## config.mk

```make
export PLATFORM = sky130hd
export DESIGN_NAME = haptic_motor_envelope_core
export DESIGN_NICKNAME = d
export VERILOG_FILES = /design/src/design/hme_pkg.sv /design/src/design/haptic_motor_envelope_core.sv /design/src/design/hme_front.sv /design/src/design/hme_isqrt.sv /design/src/design/hme_div.sv /design/src/design/hme_engine.sv
export SDC_FILE = /design/constraint.sdc
export NUM_CORES = 2
export LEC_CHECK = 0
export ABC_AREA = 1
export ABC_CLOCK_PERIOD_IN_PS = 10000
export BUFFER_PORTS_ARGS = -buffer_cell sky130_fd_sc_hd__buf_2
export CORE_MARGIN = 2
export CORE_UTILIZATION = 40
export DETAILED_ROUTE_END_ITERATION = 16
export PLACE_DENSITY_LB_ADDON = 0.15
export SYNTH_ARGS = -nofsm -noshare
export SYNTH_HDL_FRONTEND = slang
export SYNTH_SLANG_ARGS = --single-unit
```

## constraint.sdc

```tcl
create_clock -name clk_i -period 10 [get_ports clk_i]
set_input_delay 2 -clock clk_i [delete_from_list [all_inputs] [get_ports clk_i]]
set_output_delay 2 -clock clk_i [all_outputs]
set_load 0.01 [all_outputs]
```

## src/design/hme_pkg.sv

```systemverilog
package hme_pkg;

  typedef struct packed {
    logic [9:0]  tick_rate;
    logic [15:0] impact_decay;
    logic [15:0] damage_decay;
    logic [15:0] smooth_alpha;
    logic [15:0] overall_strength;
    logic [15:0] impact_gain;
    logic [15:0] offroad_gain;
    logic [15:0] damage_scale;
  } cfg_t;

  typedef struct packed {
    logic               opcode;
    logic signed [15:0] vel_x;
    logic signed [15:0] vel_y;
    logic signed [15:0] vel_z;
    logic [15:0]        health_now;
    logic [15:0]        health_max;
  } in_item_t;

  typedef struct packed {
    logic [15:0] strong_drive;
    logic [15:0] weak_drive;
  } out_item_t;

  typedef struct packed {
    logic empty;
    logic idle;
  } fq_stat_t;

  typedef struct packed {
    logic take;
    logic res_vld;
  } eng_stat_t;

  typedef enum logic [2:0] {
    REG_TICK_RATE,
    REG_IMPACT_DECAY,
    REG_DAMAGE_DECAY,
    REG_SMOOTH_ALPHA,
    REG_OVERALL_STRENGTH,
    REG_IMPACT_GAIN,
    REG_OFFROAD_GAIN,
    REG_DAMAGE_SCALE
  } cfg_idx_e;

  typedef enum logic [2:0] {
    ST_IDLE,
    ST_CALC,
    ST_SQRT,
    ST_DIV,
    ST_DONE
  } eng_state_e;

  typedef enum logic [4:0] {
    SP_DX, SP_DY, SP_DZ, SP_VX, SP_VY, SP_VZ, SP_SQD, SP_SQS, SP_ACC,
    SP_IDEC, SP_IMP, SP_BUZ, SP_SPDF, SP_WEAK, SP_SM0, SP_SM1, SP_DDEC,
    SP_DROP, SP_DMG, SP_STR, SP_WK0, SP_WK1, SP_OS, SP_OW, SP_FIN
  } step_e;

  localparam logic OP_SAMPLE = 1'b0;
  localparam logic OP_IDLE   = 1'b1;

  localparam logic [26:0] IMP_OFS  = 27'd15360;
  localparam logic [15:0] IMP_SPAN = 16'd61440;
  localparam logic [26:0] BUZ_OFS  = 27'd3072;
  localparam logic [15:0] BUZ_SPAN = 16'd12800;
  localparam logic [15:0] SPD_SPAN = 16'd5120;
  localparam logic [16:0] DMG_WEAK_FRAC = 17'd39322;
  localparam logic [15:0] SAT16 = 16'hFFFF;

  // reciprocals of 15, 25 and 5 scaled by 2^28, 2^29 and 2^24
  localparam logic [24:0] IMP_RCP = 25'd17895698;
  localparam logic [24:0] BUZ_RCP = 25'd21474837;
  localparam logic [24:0] SPD_RCP = 25'd3355444;

  localparam logic [9:0]  TICK_RATE_RST        = 10'd60;
  localparam logic [15:0] IMPACT_DECAY_RST     = 16'd57345;
  localparam logic [15:0] DAMAGE_DECAY_RST     = 16'd61393;
  localparam logic [15:0] SMOOTH_ALPHA_RST     = 16'd21845;
  localparam logic [15:0] OVERALL_STRENGTH_RST = 16'd4096;
  localparam logic [15:0] IMPACT_GAIN_RST      = 16'd4096;
  localparam logic [15:0] OFFROAD_GAIN_RST     = 16'd4096;
  localparam logic [15:0] DAMAGE_SCALE_RST     = 16'd1280;

endpackage

```

## src/design/haptic_motor_envelope_core.sv

```systemverilog
// channel   direction  handshake                 payload
// input     in         push / full               item_i (in_item_t)
// result    out        empty / pop               result_o (out_item_t)
// config    in         cfg_we_i (no wait)        cfg_idx_i, cfg_wdata_i
//
// a sample request passes through a take, 25 sequencer steps on one shared multiplier,
// two square roots, a division for a damage pulse below full scale, and a result
// an idle request goes from the take straight to the result; the input queue holds two requests
// reset clears the queue, all envelopes and history, and loads register defaults
// a result waits in the output register while the next request is processed
module haptic_motor_envelope_core (
  input  logic                clk_i,
  input  logic                rst_ni,
  input  logic                push,
  output logic                full,
  input  hme_pkg::in_item_t   item_i,
  output logic                empty,
  input  logic                pop,
  output hme_pkg::out_item_t  result_o,
  input  logic                cfg_we_i,
  input  logic [2:0]          cfg_idx_i,
  input  logic [15:0]         cfg_wdata_i
);
  import hme_pkg::*;

  cfg_t      cfg_q;
  in_item_t  head;
  fq_stat_t  fq_stat;
  eng_stat_t eng_stat;
  out_item_t eng_res, out_q;
  logic      out_vld_q;
  logic      res_rdy;

  assign res_rdy  = !out_vld_q || pop;
  assign empty    = !out_vld_q;
  assign result_o = out_q;

  always_ff @(posedge clk_i or negedge rst_ni) begin
    if (!rst_ni) begin
      cfg_q.tick_rate        <= TICK_RATE_RST;
      cfg_q.impact_decay     <= IMPACT_DECAY_RST;
      cfg_q.damage_decay     <= DAMAGE_DECAY_RST;
      cfg_q.smooth_alpha     <= SMOOTH_ALPHA_RST;
      cfg_q.overall_strength <= OVERALL_STRENGTH_RST;
      cfg_q.impact_gain      <= IMPACT_GAIN_RST;
      cfg_q.offroad_gain     <= OFFROAD_GAIN_RST;
      cfg_q.damage_scale     <= DAMAGE_SCALE_RST;
    end else if (cfg_we_i) begin
      case (cfg_idx_e'(cfg_idx_i))
        REG_TICK_RATE:        cfg_q.tick_rate        <= cfg_wdata_i[9:0];
        REG_IMPACT_DECAY:     cfg_q.impact_decay     <= cfg_wdata_i;
        REG_DAMAGE_DECAY:     cfg_q.damage_decay     <= cfg_wdata_i;
        REG_SMOOTH_ALPHA:     cfg_q.smooth_alpha     <= cfg_wdata_i;
        REG_OVERALL_STRENGTH: cfg_q.overall_strength <= cfg_wdata_i;
        REG_IMPACT_GAIN:      cfg_q.impact_gain      <= cfg_wdata_i;
        REG_OFFROAD_GAIN:     cfg_q.offroad_gain     <= cfg_wdata_i;
        REG_DAMAGE_SCALE:     cfg_q.damage_scale     <= cfg_wdata_i;
        default: ;
      endcase
    end
  end

  hme_front u_front (
    .clk_i, .rst_ni, .push, .full, .item_i,
    .take_i(eng_stat.take), .head_o(head), .stat_o(fq_stat)
  );

  hme_engine u_engine (
    .clk_i, .rst_ni, .cfg_i(cfg_q), .head_i(head), .fq_i(fq_stat),
    .res_rdy_i(res_rdy), .stat_o(eng_stat), .res_o(eng_res)
  );

  always_ff @(posedge clk_i) begin
    if (eng_stat.res_vld && res_rdy) out_q <= eng_res;
  end

  always_ff @(posedge clk_i or negedge rst_ni) begin
    if (!rst_ni) begin
      out_vld_q <= 1'b0;
    end else if (res_rdy) begin
      out_vld_q <= eng_stat.res_vld;
    end
  end

  a_eng_hold: assert property (@(posedge clk_i) disable iff (!rst_ni)
    eng_stat.res_vld && !res_rdy |=> eng_stat.res_vld && $stable(eng_res))
    else $error("engine dropped a waiting result");

  a_take_nonempty: assert property (@(posedge clk_i) disable iff (!rst_ni)
    eng_stat.take |-> !fq_stat.empty)
    else $error("engine took from an empty queue");

  a_push_lands: assert property (@(posedge clk_i) disable iff (!rst_ni)
    push && !full |=> !fq_stat.empty)
    else $error("accepted request missing from queue");

endmodule

```

## src/design/hme_front.sv

```systemverilog
module hme_front (
  input  logic                clk_i,
  input  logic                rst_ni,
  input  logic                push,
  output logic                full,
  input  hme_pkg::in_item_t   item_i,
  input  logic                take_i,
  output hme_pkg::in_item_t   head_o,
  output hme_pkg::fq_stat_t   stat_o
);
  import hme_pkg::*;

  in_item_t   entry_q [2];
  logic       wr_q, rd_q;
  logic [1:0] cnt_q;
  logic       wr_en, rd_en;

  assign full   = (cnt_q == 2'd2);
  assign wr_en  = push && !full;
  assign rd_en  = take_i && (cnt_q != 2'd0);
  assign head_o = entry_q[rd_q];

  // classify the waiting request
  always_comb begin
    stat_o.empty = (cnt_q == 2'd0);
    stat_o.idle  = (entry_q[rd_q].opcode == OP_IDLE);
  end

  always_ff @(posedge clk_i) begin
    if (wr_en) begin
      entry_q[wr_q] <= item_i;
    end
  end

  always_ff @(posedge clk_i or negedge rst_ni) begin
    if (!rst_ni) begin
      wr_q  <= 1'b0;
      rd_q  <= 1'b0;
      cnt_q <= 2'd0;
    end else begin
      if (wr_en) wr_q <= ~wr_q;
      if (rd_en) rd_q <= ~rd_q;
      cnt_q <= cnt_q + {1'b0, wr_en} - {1'b0, rd_en};
    end
  end

endmodule

```

## src/design/hme_isqrt.sv

```systemverilog
module hme_isqrt (
  input  logic        clk_i,
  input  logic        rst_ni,
  input  logic        start_i,
  input  logic [33:0] rad_i,
  output logic        done_o,
  output logic [16:0] root_o
);
  logic [33:0] rad_q;
  logic [19:0] rem_q;
  logic [16:0] root_q;
  logic [4:0]  cnt_q;
  logic        run_q, done_q;
  logic [21:0] rem_t, trial;
  logic        ge;

  assign rem_t  = {rem_q, rad_q[33:32]};
  assign trial  = {3'b0, root_q, 2'b01};
  assign ge     = (rem_t >= trial);
  assign done_o = done_q;
  assign root_o = root_q;

  always_ff @(posedge clk_i) begin
    if (start_i) begin
      rad_q  <= rad_i;
      rem_q  <= '0;
      root_q <= '0;
    end else if (run_q) begin
      rad_q <= {rad_q[31:0], 2'b00};
      if (ge) begin
        rem_q  <= 20'(rem_t - trial);
        root_q <= {root_q[15:0], 1'b1};
      end else begin
        rem_q  <= rem_t[19:0];
        root_q <= {root_q[15:0], 1'b0};
      end
    end
  end

  always_ff @(posedge clk_i or negedge rst_ni) begin
    if (!rst_ni) begin
      run_q  <= 1'b0;
      done_q <= 1'b0;
      cnt_q  <= '0;
    end else begin
      done_q <= 1'b0;
      if (start_i) begin
        run_q <= 1'b1;
        cnt_q <= 5'd17;
      end else if (run_q) begin
        cnt_q <= cnt_q - 5'd1;
        if (cnt_q == 5'd1) begin
          run_q  <= 1'b0;
          done_q <= 1'b1;
        end
      end
    end
  end

endmodule

```

## src/design/hme_div.sv

```systemverilog
module hme_div (
  input  logic        clk_i,
  input  logic        rst_ni,
  input  logic        start_i,
  input  logic [39:0] num_i,
  input  logic [15:0] den_i,
  output logic        done_o,
  output logic [15:0] quo_o
);
  logic [15:0] rem_q, lo_q, den_q;
  logic [4:0]  cnt_q;
  logic        run_q, done_q;
  logic [16:0] t;
  logic        ge;

  assign t      = {rem_q, lo_q[15]};
  assign ge     = (t >= {1'b0, den_q});
  assign done_o = done_q;
  assign quo_o  = lo_q;

  // numerator high part is below the divisor, so sixteen quotient bits suffice
  always_ff @(posedge clk_i) begin
    if (start_i) begin
      rem_q <= num_i[31:16];
      lo_q  <= num_i[15:0];
      den_q <= den_i;
    end else if (run_q) begin
      rem_q <= ge ? 16'(t - {1'b0, den_q}) : t[15:0];
      lo_q  <= {lo_q[14:0], ge};
    end
  end

  always_ff @(posedge clk_i or negedge rst_ni) begin
    if (!rst_ni) begin
      run_q  <= 1'b0;
      done_q <= 1'b0;
      cnt_q  <= '0;
    end else begin
      done_q <= 1'b0;
      if (start_i) begin
        run_q <= 1'b1;
        cnt_q <= 5'd16;
      end else if (run_q) begin
        cnt_q <= cnt_q - 5'd1;
        if (cnt_q == 5'd1) begin
          run_q  <= 1'b0;
          done_q <= 1'b1;
        end
      end
    end
  end

endmodule

```

## src/design/hme_engine.sv

```systemverilog
module hme_engine (
  input  logic                clk_i,
  input  logic                rst_ni,
  input  hme_pkg::cfg_t       cfg_i,
  input  hme_pkg::in_item_t   head_i,
  input  hme_pkg::fq_stat_t   fq_i,
  input  logic                res_rdy_i,
  output hme_pkg::eng_stat_t  stat_o,
  output hme_pkg::out_item_t  res_o
);
  import hme_pkg::*;

  function automatic logic [15:0] abs17(input logic [16:0] d);
    logic [16:0] n;
    n = 17'(-d);
    return d[16] ? n[15:0] : d[15:0];
  endfunction

  function automatic logic [15:0] sat_q12(input logic [36:0] p);
    return (|p[36:28]) ? SAT16 : p[27:12];
  endfunction

  eng_state_e state_q, state_d;
  step_e      step_q, step_d;

  in_item_t    cur_q;
  out_item_t   res_q;
  logic [36:0] prod_q, prod_d;
  logic [33:0] dsq_q;
  logic [31:0] ssq_q;
  logic [16:0] dmag_q, spd_q;
  logic [26:0] accel_q;
  logic [15:0] dec_q, quo_q, buzz_q, wgt_q;
  logic [32:0] acc_q;
  logic [19:0] str_q, wk_q;
  logic [15:0] imp_env_q, bs_q, dmg_env_q;
  logic [15:0] pvx_q, pvy_q, pvz_q, ph_q;
  logic        vvalid_q, hvalid_q;

  logic [19:0] mul_a;
  logic [16:0] mul_b;
  logic [16:0] dx, dy, dz;
  logic [15:0] ph_use, drop;
  logic        sq_start, dv_start;
  logic [33:0] sq_rad;
  logic        sq_done, dv_done;
  logic [16:0] sq_root;
  logic [39:0] dv_num;
  logic [15:0] dv_den, dv_quo;
  logic [26:0] rv, roff, rx;
  logic [15:0] rden;
  logic        r_le, r_sat;
  logic [20:0] rnum;
  logic [45:0] rprod;
  logic [15:0] rquo, rres;
  logic [39:0] dnum;
  logic        dcond, dsat;
  logic [33:0] sm_sum;
  logic [15:0] st_max_lo;

  hme_isqrt u_isqrt (
    .clk_i, .rst_ni, .start_i(sq_start), .rad_i(sq_rad),
    .done_o(sq_done), .root_o(sq_root)
  );

  hme_div u_div (
    .clk_i, .rst_ni, .start_i(dv_start), .num_i(dv_num), .den_i(dv_den),
    .done_o(dv_done), .quo_o(dv_quo)
  );

  // velocity change, zero on the first sample
  always_comb begin
    dx = {cur_q.vel_x[15], cur_q.vel_x} -
         (vvalid_q ? {pvx_q[15], pvx_q} : {cur_q.vel_x[15], cur_q.vel_x});
    dy = {cur_q.vel_y[15], cur_q.vel_y} -
         (vvalid_q ? {pvy_q[15], pvy_q} : {cur_q.vel_y[15], cur_q.vel_y});
    dz = {cur_q.vel_z[15], cur_q.vel_z} -
         (vvalid_q ? {pvz_q[15], pvz_q} : {cur_q.vel_z[15], cur_q.vel_z});
    ph_use = hvalid_q ? ph_q : cur_q.health_now;
    drop   = (ph_use > cur_q.health_now) ? 16'(ph_use - cur_q.health_now) : '0;
  end

  // ramp and clamp
  always_comb begin
    rv   = accel_q;
    roff = IMP_OFS;
    rden = IMP_SPAN;
    case (step_q)
      SP_BUZ: begin
        roff = BUZ_OFS;
        rden = BUZ_SPAN;
      end
      SP_SPDF: begin
        rv   = {10'b0, spd_q};
        roff = '0;
        rden = SPD_SPAN;
      end
      default: ;
    endcase
    rx    = rv - roff;
    r_le  = (rv <= roff);
    r_sat = (rx >= {11'b0, rden});
    // span division as a reciprocal multiply
    case (step_q)
      SP_BUZ: begin
        rnum  = {rx[13:0], 7'b0};
        rprod = 46'(rnum) * 46'(BUZ_RCP);
        rquo  = rprod[44:29];
      end
      SP_SPDF: begin
        rnum  = {2'b0, rx[12:0], 6'b0};
        rprod = 46'(rnum) * 46'(SPD_RCP);
        rquo  = rprod[39:24];
      end
      default: begin
        rnum  = {1'b0, rx[15:0], 4'b0};
        rprod = 46'(rnum) * 46'(IMP_RCP);
        rquo  = rprod[43:28];
      end
    endcase
    rres  = r_le ? '0 : (r_sat ? SAT16 : rquo);
    dnum  = {prod_q[31:0], 8'b0};
    dcond = (drop != '0) && (cur_q.health_max != '0) && (cfg_i.damage_scale != '0);
    dsat  = (dnum >= {8'b0, cur_q.health_max, 16'b0});
  end

  always_comb begin
    mul_a = '0;
    mul_b = '0;
    case (step_q)
      SP_DX:   begin mul_a = {4'b0, abs17(dx)}; mul_b = {1'b0, abs17(dx)}; end
      SP_DY:   begin mul_a = {4'b0, abs17(dy)}; mul_b = {1'b0, abs17(dy)}; end
      SP_DZ:   begin mul_a = {4'b0, abs17(dz)}; mul_b = {1'b0, abs17(dz)}; end
      SP_VX: begin
        mul_a = {4'b0, abs17({cur_q.vel_x[15], cur_q.vel_x})};
        mul_b = {1'b0, abs17({cur_q.vel_x[15], cur_q.vel_x})};
      end
      SP_VY: begin
        mul_a = {4'b0, abs17({cur_q.vel_y[15], cur_q.vel_y})};
        mul_b = {1'b0, abs17({cur_q.vel_y[15], cur_q.vel_y})};
      end
      SP_VZ: begin
        mul_a = {4'b0, abs17({cur_q.vel_z[15], cur_q.vel_z})};
        mul_b = {1'b0, abs17({cur_q.vel_z[15], cur_q.vel_z})};
      end
      SP_ACC:  begin mul_a = {3'b0, dmag_q};  mul_b = {7'b0, cfg_i.tick_rate}; end
      SP_IDEC: begin mul_a = {4'b0, imp_env_q}; mul_b = {1'b0, cfg_i.impact_decay}; end
      SP_WEAK: begin mul_a = {4'b0, buzz_q};  mul_b = {1'b0, quo_q}; end
      SP_SM0: begin
        mul_a = {4'b0, bs_q};
        mul_b = 17'h10000 - {1'b0, cfg_i.smooth_alpha};
      end
      SP_SM1:  begin mul_a = {4'b0, wgt_q};   mul_b = {1'b0, cfg_i.smooth_alpha}; end
      SP_DDEC: begin mul_a = {4'b0, dmg_env_q}; mul_b = {1'b0, cfg_i.damage_decay}; end
      SP_DROP: begin mul_a = {4'b0, drop};    mul_b = {1'b0, cfg_i.damage_scale}; end
      SP_STR:  begin mul_a = {4'b0, imp_env_q}; mul_b = {1'b0, cfg_i.impact_gain}; end
      SP_WK0:  begin mul_a = {4'b0, bs_q};    mul_b = {1'b0, cfg_i.offroad_gain}; end
      SP_WK1:  begin mul_a = {4'b0, dmg_env_q}; mul_b = DMG_WEAK_FRAC; end
      SP_OS:   begin mul_a = str_q;           mul_b = {1'b0, cfg_i.overall_strength}; end
      SP_OW:   begin mul_a = wk_q;            mul_b = {1'b0, cfg_i.overall_strength}; end
      default: ;
    endcase
    prod_d    = 37'(mul_a) * 37'(mul_b);
    sm_sum    = {1'b0, acc_q} + {2'b0, prod_q[31:0]};
    st_max_lo = prod_q[31:16];
  end

  always_comb begin
    state_d     = state_q;
    step_d      = step_q;
    stat_o.take = 1'b0;
    sq_start    = 1'b0;
    sq_rad      = dsq_q;
    dv_start    = 1'b0;
    dv_num      = dnum;
    dv_den      = cur_q.health_max;
    case (state_q)
      ST_IDLE: begin
        if (!fq_i.empty) begin
          stat_o.take = 1'b1;
          step_d      = SP_DX;
          state_d     = fq_i.idle ? ST_DONE : ST_CALC;
        end
      end
      ST_CALC: begin
        step_d = step_e'(5'(step_q) + 5'd1);
        if (step_q == SP_SQD) begin
          sq_start = 1'b1;
          state_d  = ST_SQRT;
        end else if (step_q == SP_SQS) begin
          sq_start = 1'b1;
          sq_rad   = {2'b0, ssq_q};
          state_d  = ST_SQRT;
        end else if (step_q == SP_DMG && dcond && !dsat) begin
          dv_start = 1'b1;
          state_d  = ST_DIV;
        end else if (step_q == SP_FIN) begin
          step_d  = SP_DX;
          state_d = ST_DONE;
        end
      end
      ST_SQRT: begin
        if (sq_done) state_d = ST_CALC;
      end
      ST_DIV: begin
        if (dv_done) state_d = ST_CALC;
      end
      ST_DONE: begin
        if (res_rdy_i) state_d = ST_IDLE;
      end
      default: state_d = ST_IDLE;
    endcase
    stat_o.res_vld = (state_q == ST_DONE);
  end

  assign res_o = res_q;

  always_ff @(posedge clk_i) begin
    if (stat_o.take) begin
      cur_q <= head_i;
      res_q <= '0;
    end
    if (state_q == ST_DIV && dv_done) quo_q <= dv_quo;
    if (state_q == ST_CALC) begin
      prod_q <= prod_d;
      case (step_q)
        SP_DY:   dsq_q <= {2'b0, prod_q[31:0]};
        SP_DZ:   dsq_q <= dsq_q + {2'b0, prod_q[31:0]};
        SP_VX:   dsq_q <= dsq_q + {2'b0, prod_q[31:0]};
        SP_VY:   ssq_q <= prod_q[31:0];
        SP_VZ:   ssq_q <= ssq_q + prod_q[31:0];
        SP_SQD:  ssq_q <= ssq_q + prod_q[31:0];
        SP_SQS:  dmag_q <= sq_root;
        SP_ACC:  spd_q <= sq_root;
        SP_IDEC: accel_q <= prod_q[26:0];
        SP_IMP: begin
          dec_q <= prod_q[31:16];
          quo_q <= rres;
        end
        SP_BUZ:  quo_q <= rres;
        SP_SPDF: begin
          buzz_q <= quo_q;
          quo_q  <= rres;
        end
        SP_SM0:  wgt_q <= prod_q[31:16];
        SP_SM1:  acc_q <= prod_q[32:0];
        SP_DROP: dec_q <= prod_q[31:16];
        SP_DMG: begin
          if (!dcond) quo_q <= '0;
          else if (dsat) quo_q <= SAT16;
        end
        SP_WK1:  wk_q <= prod_q[31:12];
        SP_OS:   if ({4'b0, st_max_lo} > wk_q) wk_q <= {4'b0, st_max_lo};
        SP_WK0:  str_q <= (prod_q[31:12] > {4'b0, dmg_env_q}) ? prod_q[31:12]
                                                             : {4'b0, dmg_env_q};
        SP_OW:   res_q.strong_drive <= sat_q12(prod_q);
        SP_FIN:  res_q.weak_drive <= sat_q12(prod_q);
        default: ;
      endcase
    end
  end

  always_ff @(posedge clk_i or negedge rst_ni) begin
    if (!rst_ni) begin
      state_q   <= ST_IDLE;
      step_q    <= SP_DX;
      imp_env_q <= '0;
      bs_q      <= '0;
      dmg_env_q <= '0;
      vvalid_q  <= 1'b0;
      hvalid_q  <= 1'b0;
      pvx_q     <= '0;
      pvy_q     <= '0;
      pvz_q     <= '0;
      ph_q      <= '0;
    end else begin
      state_q <= state_d;
      step_q  <= step_d;
      if (stat_o.take && fq_i.idle) begin
        imp_env_q <= '0;
        bs_q      <= '0;
        dmg_env_q <= '0;
        vvalid_q  <= 1'b0;
        hvalid_q  <= 1'b0;
      end
      if (state_q == ST_CALC) begin
        case (step_q)
          SP_BUZ:  imp_env_q <= (quo_q > dec_q) ? quo_q : dec_q;
          SP_DDEC: bs_q <= sm_sum[31:16];
          SP_DMG: begin
            pvx_q    <= cur_q.vel_x;
            pvy_q    <= cur_q.vel_y;
            pvz_q    <= cur_q.vel_z;
            ph_q     <= cur_q.health_now;
            vvalid_q <= 1'b1;
            hvalid_q <= 1'b1;
          end
          SP_STR:  dmg_env_q <= (quo_q > dec_q) ? quo_q : dec_q;
          default: ;
        endcase
      end
    end
  end

endmodule

```

==> results_dict.tcl <==
set metrics [dict create \
    setup_ws_ps 502.7 \
    numClockSinks 988 \
    end_kind "flip-flop" \
    crit_path_frequent_cell "fa_1" \
    timing.rr.end "u_engine.prod_q[36]" \
    p_comb_share_pct 2.3 \
    netlist.area_leader.share_pct 23.81 \
    antenna_found_initial 21 \
    p_seq_share_pct 50.4 \
    yosys_warnings 0 \
    yosysUniqueCellTypes 88 \
    r2r_start "u_engine.hvalid_q" \
    drt-wirelength-per-cell_um 23.05 \
    dpl_cell_area_mm2 0.08393 \
    fin_tns_setup_ps 0 \
    fmax_ghz 0.1053 \
    worst_setup_path_start_kind "flip-flop" \
    yosysTopAreaCell "edfxtp_1" \
    hold_start "u_engine.res_o[30]" \
    dp.cells 12300 \
    fin_util_pct 44.38 \
    grt_max_degree 127 \
    ctsHoldBuffers 0 \
    numPortBuffers 138 \
    synth.top_cells.by_count "2133 x nand2_1, 1427 x inv_1, 789 x nor2_1" \
    period_share_pct 94.97 \
    area_growth_pct 10.05 \
    die_h_um 450.4 \
    fillers 19720 \
    ys_seq_elements 988 \
    hold_viol 0 \
    reg2reg_depth 37 \
    numCtsBuffers 112 \
    wl_um 288600 \
    io_pins 139 \
    hold_end "result_o[30]" \
    grt-ovfl-total 0 \
    track_usage_pct 28.12 \
    maxSlewViolCount 0 \
    status "finished clean" \
    vias_per_cell 5.430 \
    hold_path.class "flip-flop to flip-flop" \
    drive_above_1_share_pct 7.535 \
    cp_max_fo 33 \
    clk_latency_ps 780 \
    setup_viol 0 \
    slowest_delay_ps 1110 \
    worstHoldPathCells 0 \
    clk_path_buf_depth 3 \
    critPathRequiredTime_ps 10510 \
    cts_tree "yes" \
    fin_cells 12520 \
    die-width_um 450.4 \
    htree_levels 3 \
    vias 67990 \
    power_leakage_nw 40.81 \
    pwr-share-clk_pct 47.3 \
    grt_pass1_vias 66200 \
    root_buffer "clkbuf_16" \
    critPathArrivalTime_ps 10010 \
    drtIter0Drc 6666 \
    async_flop_share_pct 26.62 \
    synth_edf_count 632 \
    postRouteAntennaNets 0 \
    tightest_slew_ps 1308 \
    crit_start "u_engine.hvalid_q" \
    nNetsFinal 11060 \
    preCtsSetupSlack_ps 475.7 \
    reg2reg_slack_ps 500 \
    rows 163 \
    drc 0 \
    core_area_mm2 0.1976 \
    intPower_mw 6.838 \
    fin_area_mm2 0.08771 \
    irDropWorstVdd_mv 0.1311 \
    rsz0062_at_grt "no" \
    dr.pass1.iters 7 \
    skew_ps 69.78 \
    synth_most_common_cell "nand2_1" \
    swShare_pct 23.15 \
    fin_crit_ps 9497 \
    ys_seq_area_share_pct 34.46 \
    initial_core_util_pct 40.33 \
    p_sw_mw 2.060 \
    crit_type "flip-flop to flip-flop" \
    cp_slowest_cell "o311ai_0" \
    postSynthAreaPerCell_um2 8.298 \
    synth_cells 9605 \
    synth_area_mm2 0.07970 \
    cts.clk_slew.worst_paths_ps 60 \
    power_density_mw_per_mm2 101.5 \
    synth.area.top_cells "edfxtp_1 24%, fa_1 12%, ha_1 11%" \
    dieArea_mm2 0.2028 \
    post-dp-hpwl_um 228100 \
    ys.flop_type "edfxtp_1" \
    slew_headroom_pct 11.70 \
    maxCapViolCount 0 \
    grt_pass1_wl_um 429600 \
    gp_congestion 0.9702 \
]
-- kinds of logic after synthesis --
kind of cell             after synthesis  share of synthesized area [%]
AND/OR/NAND/NOR                     3901                          20.84
buffers and inverters               1714                          8.339
AO/OA/AOI/OAI                       1679                          11.90
adder cells (fa/ha/maj)             1178                          22.83
flip-flops                           988                          34.46
XOR/XNOR                             142                          1.615
other                                  2                       0.009423
multiplexers                           1                        0.01256
-- routing by layer --
layer	GRT usage (%)	routed length (um)
met5	0	23
met3	4.093	20140
met1	40.35	131400
met2	43.65	126600
met4	8.725	10300
-- sequential cells by signal, indices dropped and copies added (netlist names), 27 cells and up --
register,cells
u_engine.ssq_q,32
u_engine.dsq_q,34
u_front.entry_q,162
cfg_q,122
u_engine.u_isqrt.rad_q,34
u_engine.acc_q,32
result_o,32
u_engine.prod_q,37
u_engine.accel_q,27
u_engine.cur_q,64
u_engine.res_o,32
-- placed cells by master, fill, tap and decap left out, types with 25 or more instances in the layout --
cell type,Yosys,layout
o21bai_1,28,28
o22ai_1,29,29
buf_2,32,137
nand3_1,565,564
nand3b_1,50,50
xor2_1,80,80
nor2_4,17,25
a21oi_1,565,564
dfxtp_1,93,93
fa_1,460,460
nor2_1,789,778
xnor2_1,57,57
o211ai_1,34,34
ha_1,718,717
o21ai_1,31,32
inv_2,36,39
a221oi_1,33,33
a31oi_1,35,35
dfstp_2,32,32
nand2_1,2133,2130
dfrtp_1,231,229
buf_4,16,159
o21a_1,34,34
nand4_1,98,98
edfxtp_1,632,632
a21o_1,44,44
nor2_2,35,38
clkbuf_16,0,116
nor3_1,85,80
o21ai_0,699,698
or2_2,37,37
inv_1,1427,1424
-- final cells by class --
type,count,area [um^2],share of cell area [%]
Inverter,1469,5523,6.297
Clock inverter,61,593.1,0.6762
Multi-Input combinational cell,6905,45720,52.13
Sequential cell,988,27470,31.31
Tap cell,2640,3303,3.766
Clock buffer,152,3156,3.598
Antenna cell,6,15.01,0.01712
Timing Repair Buffer,299,1934,2.205
-- per-stage QoR --
| step | hold slack (ps) | power, mW |
|---|---|---|
| after floorplan | 408.2 | 4.658 |
| after global placement | 417.5 | 4.757 |
| after detailed placement | 417.4 | 4.767 |
| after CTS | 427.1 | 8.978 |
| after global routing | 428.2 | 9.163 |
| final | 428.2 | 8.899 |
-- critical path: cells and delay by family (launching register included) --
family,cells,cell delay (ps)
and+or+nand+nor,12,1490
xor gates and xnor gates,1,140
DFF,1,360
buffers and inverters,7,930
AOI/OAI and AO/OA,8,2390
adders and majority gates,9,3910
-- power by group through the flow --
stage | Combinational, mW | Sequential (mW) | Clock [mW]
2_1_floorplan | 0.108 | 4.55 | 0
3_3_place_gp | 0.193 | 4.56 | 0
3_5_place_dp | 0.200 | 4.57 | 0
4_1_cts | 0.201 | 4.48 | 4.29
5_1_grt | 0.229 | 4.50 | 4.44
6_report | 0.200 | 4.49 | 4.21
-- what timing repair did --
item                       4_1_cts  5_1_grt
buffers inserted                 0        0
setup endpoints to repair        0        6
gates resized for setup          0        4
-- how the worst max path moves through the flow --
stage	end	slack [ps]
finish	u_engine.prod_q[36]	500
global route	u_engine.prod_q[36]	0.3
CTS	u_engine.prod_q[36]	500
detailed placement	u_engine.prod_q[36]	480
global placement	u_engine.prod_q[36]	570
floorplan	u_engine.prod_q[30]	1760
Note: power is estimated with default switching activity, not from simulation.
